===== config.mk =====
export PLATFORM = sky130hd
export DESIGN_NAME = tgf_ram
export DESIGN_NICKNAME = d
export VERILOG_FILES = /design/src/rtl/tgf_ram.sv
export SDC_FILE = /design/constraint.sdc
export NUM_CORES = 2
export LEC_CHECK = 0
export BUFFER_PORTS_ARGS = -buffer_cell sky130_fd_sc_hd__buf_4
export CAP_MARGIN = 20
export CORE_MARGIN = 1
export CORE_UTILIZATION = 50
export CTS_BUF_LIST = sky130_fd_sc_hd__clkbuf_4 sky130_fd_sc_hd__clkbuf_8
export CTS_CLUSTER_DIAMETER = 30
export CTS_CLUSTER_SIZE = 28
export DETAILED_ROUTE_END_ITERATION = 12
export GPL_TIMING_DRIVEN = 0
export PLACE_DENSITY = 0.61
export REMOVE_ABC_BUFFERS = 1
export SYNTH_ARGS = -nofsm -noshare
export SYNTH_HDL_FRONTEND = slang
export SYNTH_SLANG_ARGS = --single-unit
export TNS_END_PERCENT = 50

===== constraint.sdc =====
create_clock -name i_clk -period 2.65 [get_ports i_clk]
set_input_delay 0.53 -clock i_clk [delete_from_list [all_inputs] [get_ports i_clk]]
set_output_delay 0.53 -clock i_clk [all_outputs]
set_load 0.005 [all_outputs]

===== src/rtl/tgf_ram.sv =====
// Generic single-port-write, single-port-read RAM with registered read data.
// No dependencies.
module tgf_ram #(
    parameter int WIDTH = 8,
    parameter int DEPTH = 256
) (
    input  logic                     i_clk,
    input  logic                     i_we,
    input  logic [$clog2(DEPTH)-1:0] i_waddr,
    input  logic [WIDTH-1:0]         i_wdata,
    input  logic [$clog2(DEPTH)-1:0] i_raddr,
    output logic [WIDTH-1:0]         o_rdata
);

    logic [WIDTH-1:0] r_mem [DEPTH];
    logic [WIDTH-1:0] r_rdata;

    always_ff @(posedge i_clk) begin
        if (i_we) begin
            r_mem[i_waddr] <= i_wdata;
        end
        r_rdata <= r_mem[i_raddr];
    end

    assign o_rdata = r_rdata;

endmodule

Word level (Yosys, flattened, before mapping)
Memories as Yosys holds them, arrays and structs flattened. A register that Yosys moved wholly into a read port is not among the register bits.
Index checks and enable logic that the tools add are counted.
Cells by class
  add/subtract/negate cells: 0
  div/mod/pow operators: 0
  multiplexer cells: 2
  reduce and logical (&&, ||, !) cells: 0
  bitwise gates (word level): 0
  $lt $le $gt $ge: 0
  $mul: 0
  eq/ne operators: 0
  shift operators: 0
Operator list (count)
  $mux W1: 2
Storage, ports and cells
  bits in writable memories: 2048
  register bits after elaboration: 0
  bits of input ports: 26
  memory bits (read-only): 0
  memories kept: 1
  latch bits: 0
Memories
  r_mem: depth 256, width 8, read ports 1, clocked after memory_dff 1, wr ports 1, line 15  | logic [WIDTH-1:0] r_mem [DEPTH];

Longest topological paths before layout
  depth in word-level cells: 2
  gate-level depth with buffers: 11
  gate-level depth less buffers: 6

Worst setup path after synthesis
Ideal clock, no wire load.
  kind: input to register
  from: in i_raddr[0]
  to: reg r_rdata[2], in the netlist o_rdata[2], read port of r_mem
  setup slack: 0.182 ns
  required time: 2.519 ns
  library setup time: 0.131 ns
  data arrival time: 2.337 ns
  stages: 9
  path through: buf_6 > buf_12 > buf_8 > buf_2 > mux4_2 > a22oi_1 > a21oi_1 > nor4_1 > nor4_2
RTL lines
  start, declared: line 11  | input logic [$clog2(DEPTH)-1:0] i_raddr,
  end, declared: line 16  | logic [WIDTH-1:0] r_rdata;

==> impl_metrics.env <==
export IMPL_ant_nets=0
export IMPL_finalSetupViolations=3
export IMPL_avgSynthCellArea_um2=21.31
export IMPL_power_density_mw_per_mm2=809.8
export IMPL_via_count=39902
export IMPL_seq_area_frac_synth_pct=77.50
export IMPL_ios=34
export IMPL_placedCellCount=5656
export IMPL_clock_latency_ps=1040
export IMPL_initial_core_util_pct=50.29
export IMPL_critPathArrivalTime_ps=3630
export IMPL_numPortBuffers=33
export IMPL_final_cell_mix="edfxtp_1, mux4_2, clkbuf_8"
export IMPL_max_stage_delay_ps=540
export IMPL_max_slew_margin_rel_pct=21.65
export IMPL_final_util_pct=58.57
export IMPL_die_area_mm2=0.1607
export IMPL_period_needed_ps=2764
export IMPL_ys_warn_count=0
export IMPL_synth_area_mm2=0.07956
export IMPL_path_max_fanout=19
export IMPL_ys_flop_type="edfxtp_1"
export IMPL_rsz0062_at_grt="no"
export IMPL_avgRoutedWirePerCell_um=31.61
export IMPL_antenna_found_initial=3
export IMPL_p_leak_uw=0.02913
export IMPL_cts_htree_levels=5
export IMPL_syn_inst=3733
export IMPL_coreArea_mm2=0.1582
export IMPL_layout_commonest_cell="edfxtp_1"
export IMPL_fin_cells=6441
export IMPL_clk_path_buf_depth=4
export IMPL_worstSetupPathType="input port to register"
export IMPL_drc=0
export IMPL_cp_required_ps=3520
export IMPL_path_buf_inv=5
export IMPL_nets=4067
export IMPL_cts_tree="yes"
export IMPL_status="finished with violations"
export IMPL_critPathSlowestCell="mux4_2"
export IMPL_drtPass1Iterations=6
export IMPL_synth_edff_count=2048
export IMPL_cts_root_buffer="clkbuf_8"
export IMPL_grt_max_degree=153
export IMPL_cp_start_kind="input port"
export IMPL_grt_pass1_wl_um=288400
export IMPL_vdd_ir_drop_worst_v=0.0004208
export IMPL_place_gp_congestion=0.7959
export IMPL_slew_violations=0
export IMPL_cp_cell_sequence="buf_16, buf_16, buf_16, buf_16, buf_16, mux4_2, a22o_1, a221oi_2, o32ai_2, nor3_2, nor4_4"
export IMPL_ys_types=55
export IMPL_track_usage_pct=25.25
export IMPL_die_w_um=400.9
export IMPL_worst_pin_slew_ps=1174
export IMPL_drive_gt1_share_pct=30.80
export IMPL_fin_ws_ps=-114.3
export IMPL_cts_sinks=2056
export IMPL_syn_to_final_growth_pct=16.46
export IMPL_violations="negative setup slack"
export IMPL_drtIter0Drc=4585
export IMPL_die_h_um=400.9
export IMPL_dp_hpwl_um=113100
export IMPL_cap_viol_max_count=0
export IMPL_end_kind="register"
export IMPL_setup_tns_ps=-285.7
export IMPL_fin_worst_skew_ps=83.20
export IMPL_num_rows=146
export IMPL_totalWireLength_um=203600
export IMPL_vias_per_cell=6.195
export IMPL_overflow=0
export IMPL_path_clk_slew_ps=60
export IMPL_cpMostUsedCell="buf_16"
export IMPL_hold_class="input port to register"
export IMPL_hold_viol=0
export IMPL_period_share_pct=104.3
export IMPL_max_freq_mhz=361.8
export IMPL_synthArstFlopShare_pct=0
export IMPL_cp_top_family="compound AO/OA/AOI/OAI gates"
export IMPL_cts_inserted_buffers=414
export IMPL_grt_pass1_vias=40622
export IMPL_ys_seq_elements=2056
[final timing paths]
path	from	cells past startpoint	slack, ps	to
setup / recovery	i_raddr[0]	11	-110	o_rdata[6]
hold / removal	i_wdata[5]	1	30	r_mem[193][5]
setup reg to reg	r_mem[80][6]	6	20	o_rdata[6]
hold reg to reg	r_mem[51][0]	5	1160	o_rdata[0]
[synthesized netlist by cell type (3+ instances only)]
cell type,number,area (um^2)
a211oi_1,16,120.1
a21oi_1,96,480.5
a221oi_1,13,113.9
a22o_1,8,70.07
a22oi_1,133,998.5
and2_1,6,37.54
buf_1,22,82.58
buf_12,8,160.2
buf_2,31,155.2
buf_4,27,202.7
buf_6,21,236.5
buf_8,13,195.2
clkbuf_1,111,416.7
dfxtp_1,8,160.2
edfxtp_1,2048,61500
mux2i_1,134,1341
mux4_2,454,10220
nand2_1,33,123.9
nand2b_1,8,50.05
nand3_1,34,170.2
nand4_1,10,62.56
nor2_1,282,1059
nor2b_1,31,193.9
nor3_1,22,110.1
nor4_1,24,150.1
nor4_2,3,37.54
o211ai_1,10,75.07
o21ai_0,10,50.05
o221ai_1,46,402.9
o22a_1,5,43.79
o22ai_1,28,175.2
o32ai_1,4,35.03
or2_2,4,25.02
[metrics by stage]
| step | hold slack [ps] | setup WS, ps | instance area, um^2 | total power [uW] |
|---|---|---|---|---|
| after detailed placement | 917.3 | -3701 | 82280 | 39840 |
| final | 34.24 | -114.3 | 92650 | 75030 |
| after CTS | 11.87 | -40.06 | 92510 | 75400 |
| after floorplan | 628.9 | -287.8 | 78110 | 37820 |
| after global routing | 11.91 | 3.498 | 92650 | 77120 |
| after global placement | 929.2 | -10500 | 80950 | 40180 |
[logic make-up after synthesis]
family,count (synthesis),synth area share [%]
compound gates,385,3.419
simple gates,466,2.628
flops,2056,77.50
buf+inv,235,1.831
mux,591,14.62
[area by class of cell]
type                            instances  area [um^2]
Inverter                                2        12.51
Sequential cell                      2056        61660
Tap cell                             2072         2592
Multi-Input combinational cell       1443        16930
Timing Repair Buffer                  124         2317
Antenna cell                            2        5.005
Fill cell                           11464        65540
Clock inverter                        294         3138
Clock buffer                          448         6003
[worst reg2reg max path, delay by kind of cell (launching register included)]
kind	cells	cell delay [ps]
muxes	1	480
DFF	1	370
and+or+nand+nor	2	560
AOI/OAI and AO/OA	3	1020
[state kept, by name, indices dropped and copies added, names as in the netlist]
name	flops
r_mem	2048
o_rdata	8
[routing by layer]
layer | track usage [%] | up-vias | wire length [um]
met2 | 39.88 | 1826 | 98830
met3 | 5.431 | 302 | 15300
met1 | 35.45 | 21299 | 84080
met5 | 0 | - | 12
met4 | 7.979 | 2 | 5357
li1 | - | 16473 | -
[what timing repair did]
item / 4_1_cts / 5_1_grt
hold buffers: 5 / 0
endpoints found under the hold margin: 93 / 0
gates resized for setup: 61 / 11
endpoints found under the setup margin: 8 / 16
pin swaps: 8 / 8
cloned: 18 / 3
setup buffers: 11 / 2
[report_power, final]
| group | total (uW) | switching, uW | internal, uW |
|---|---|---|---|
| Clock | 35600 | 14700 | 20800 |
| Sequential | 35900 | 44.8 | 35900 |
| Combinational | 3550 | 2270 | 1280 |
| Total | 75000 | 17000 | 58000 |
Power figures use the tool's default switching activity.
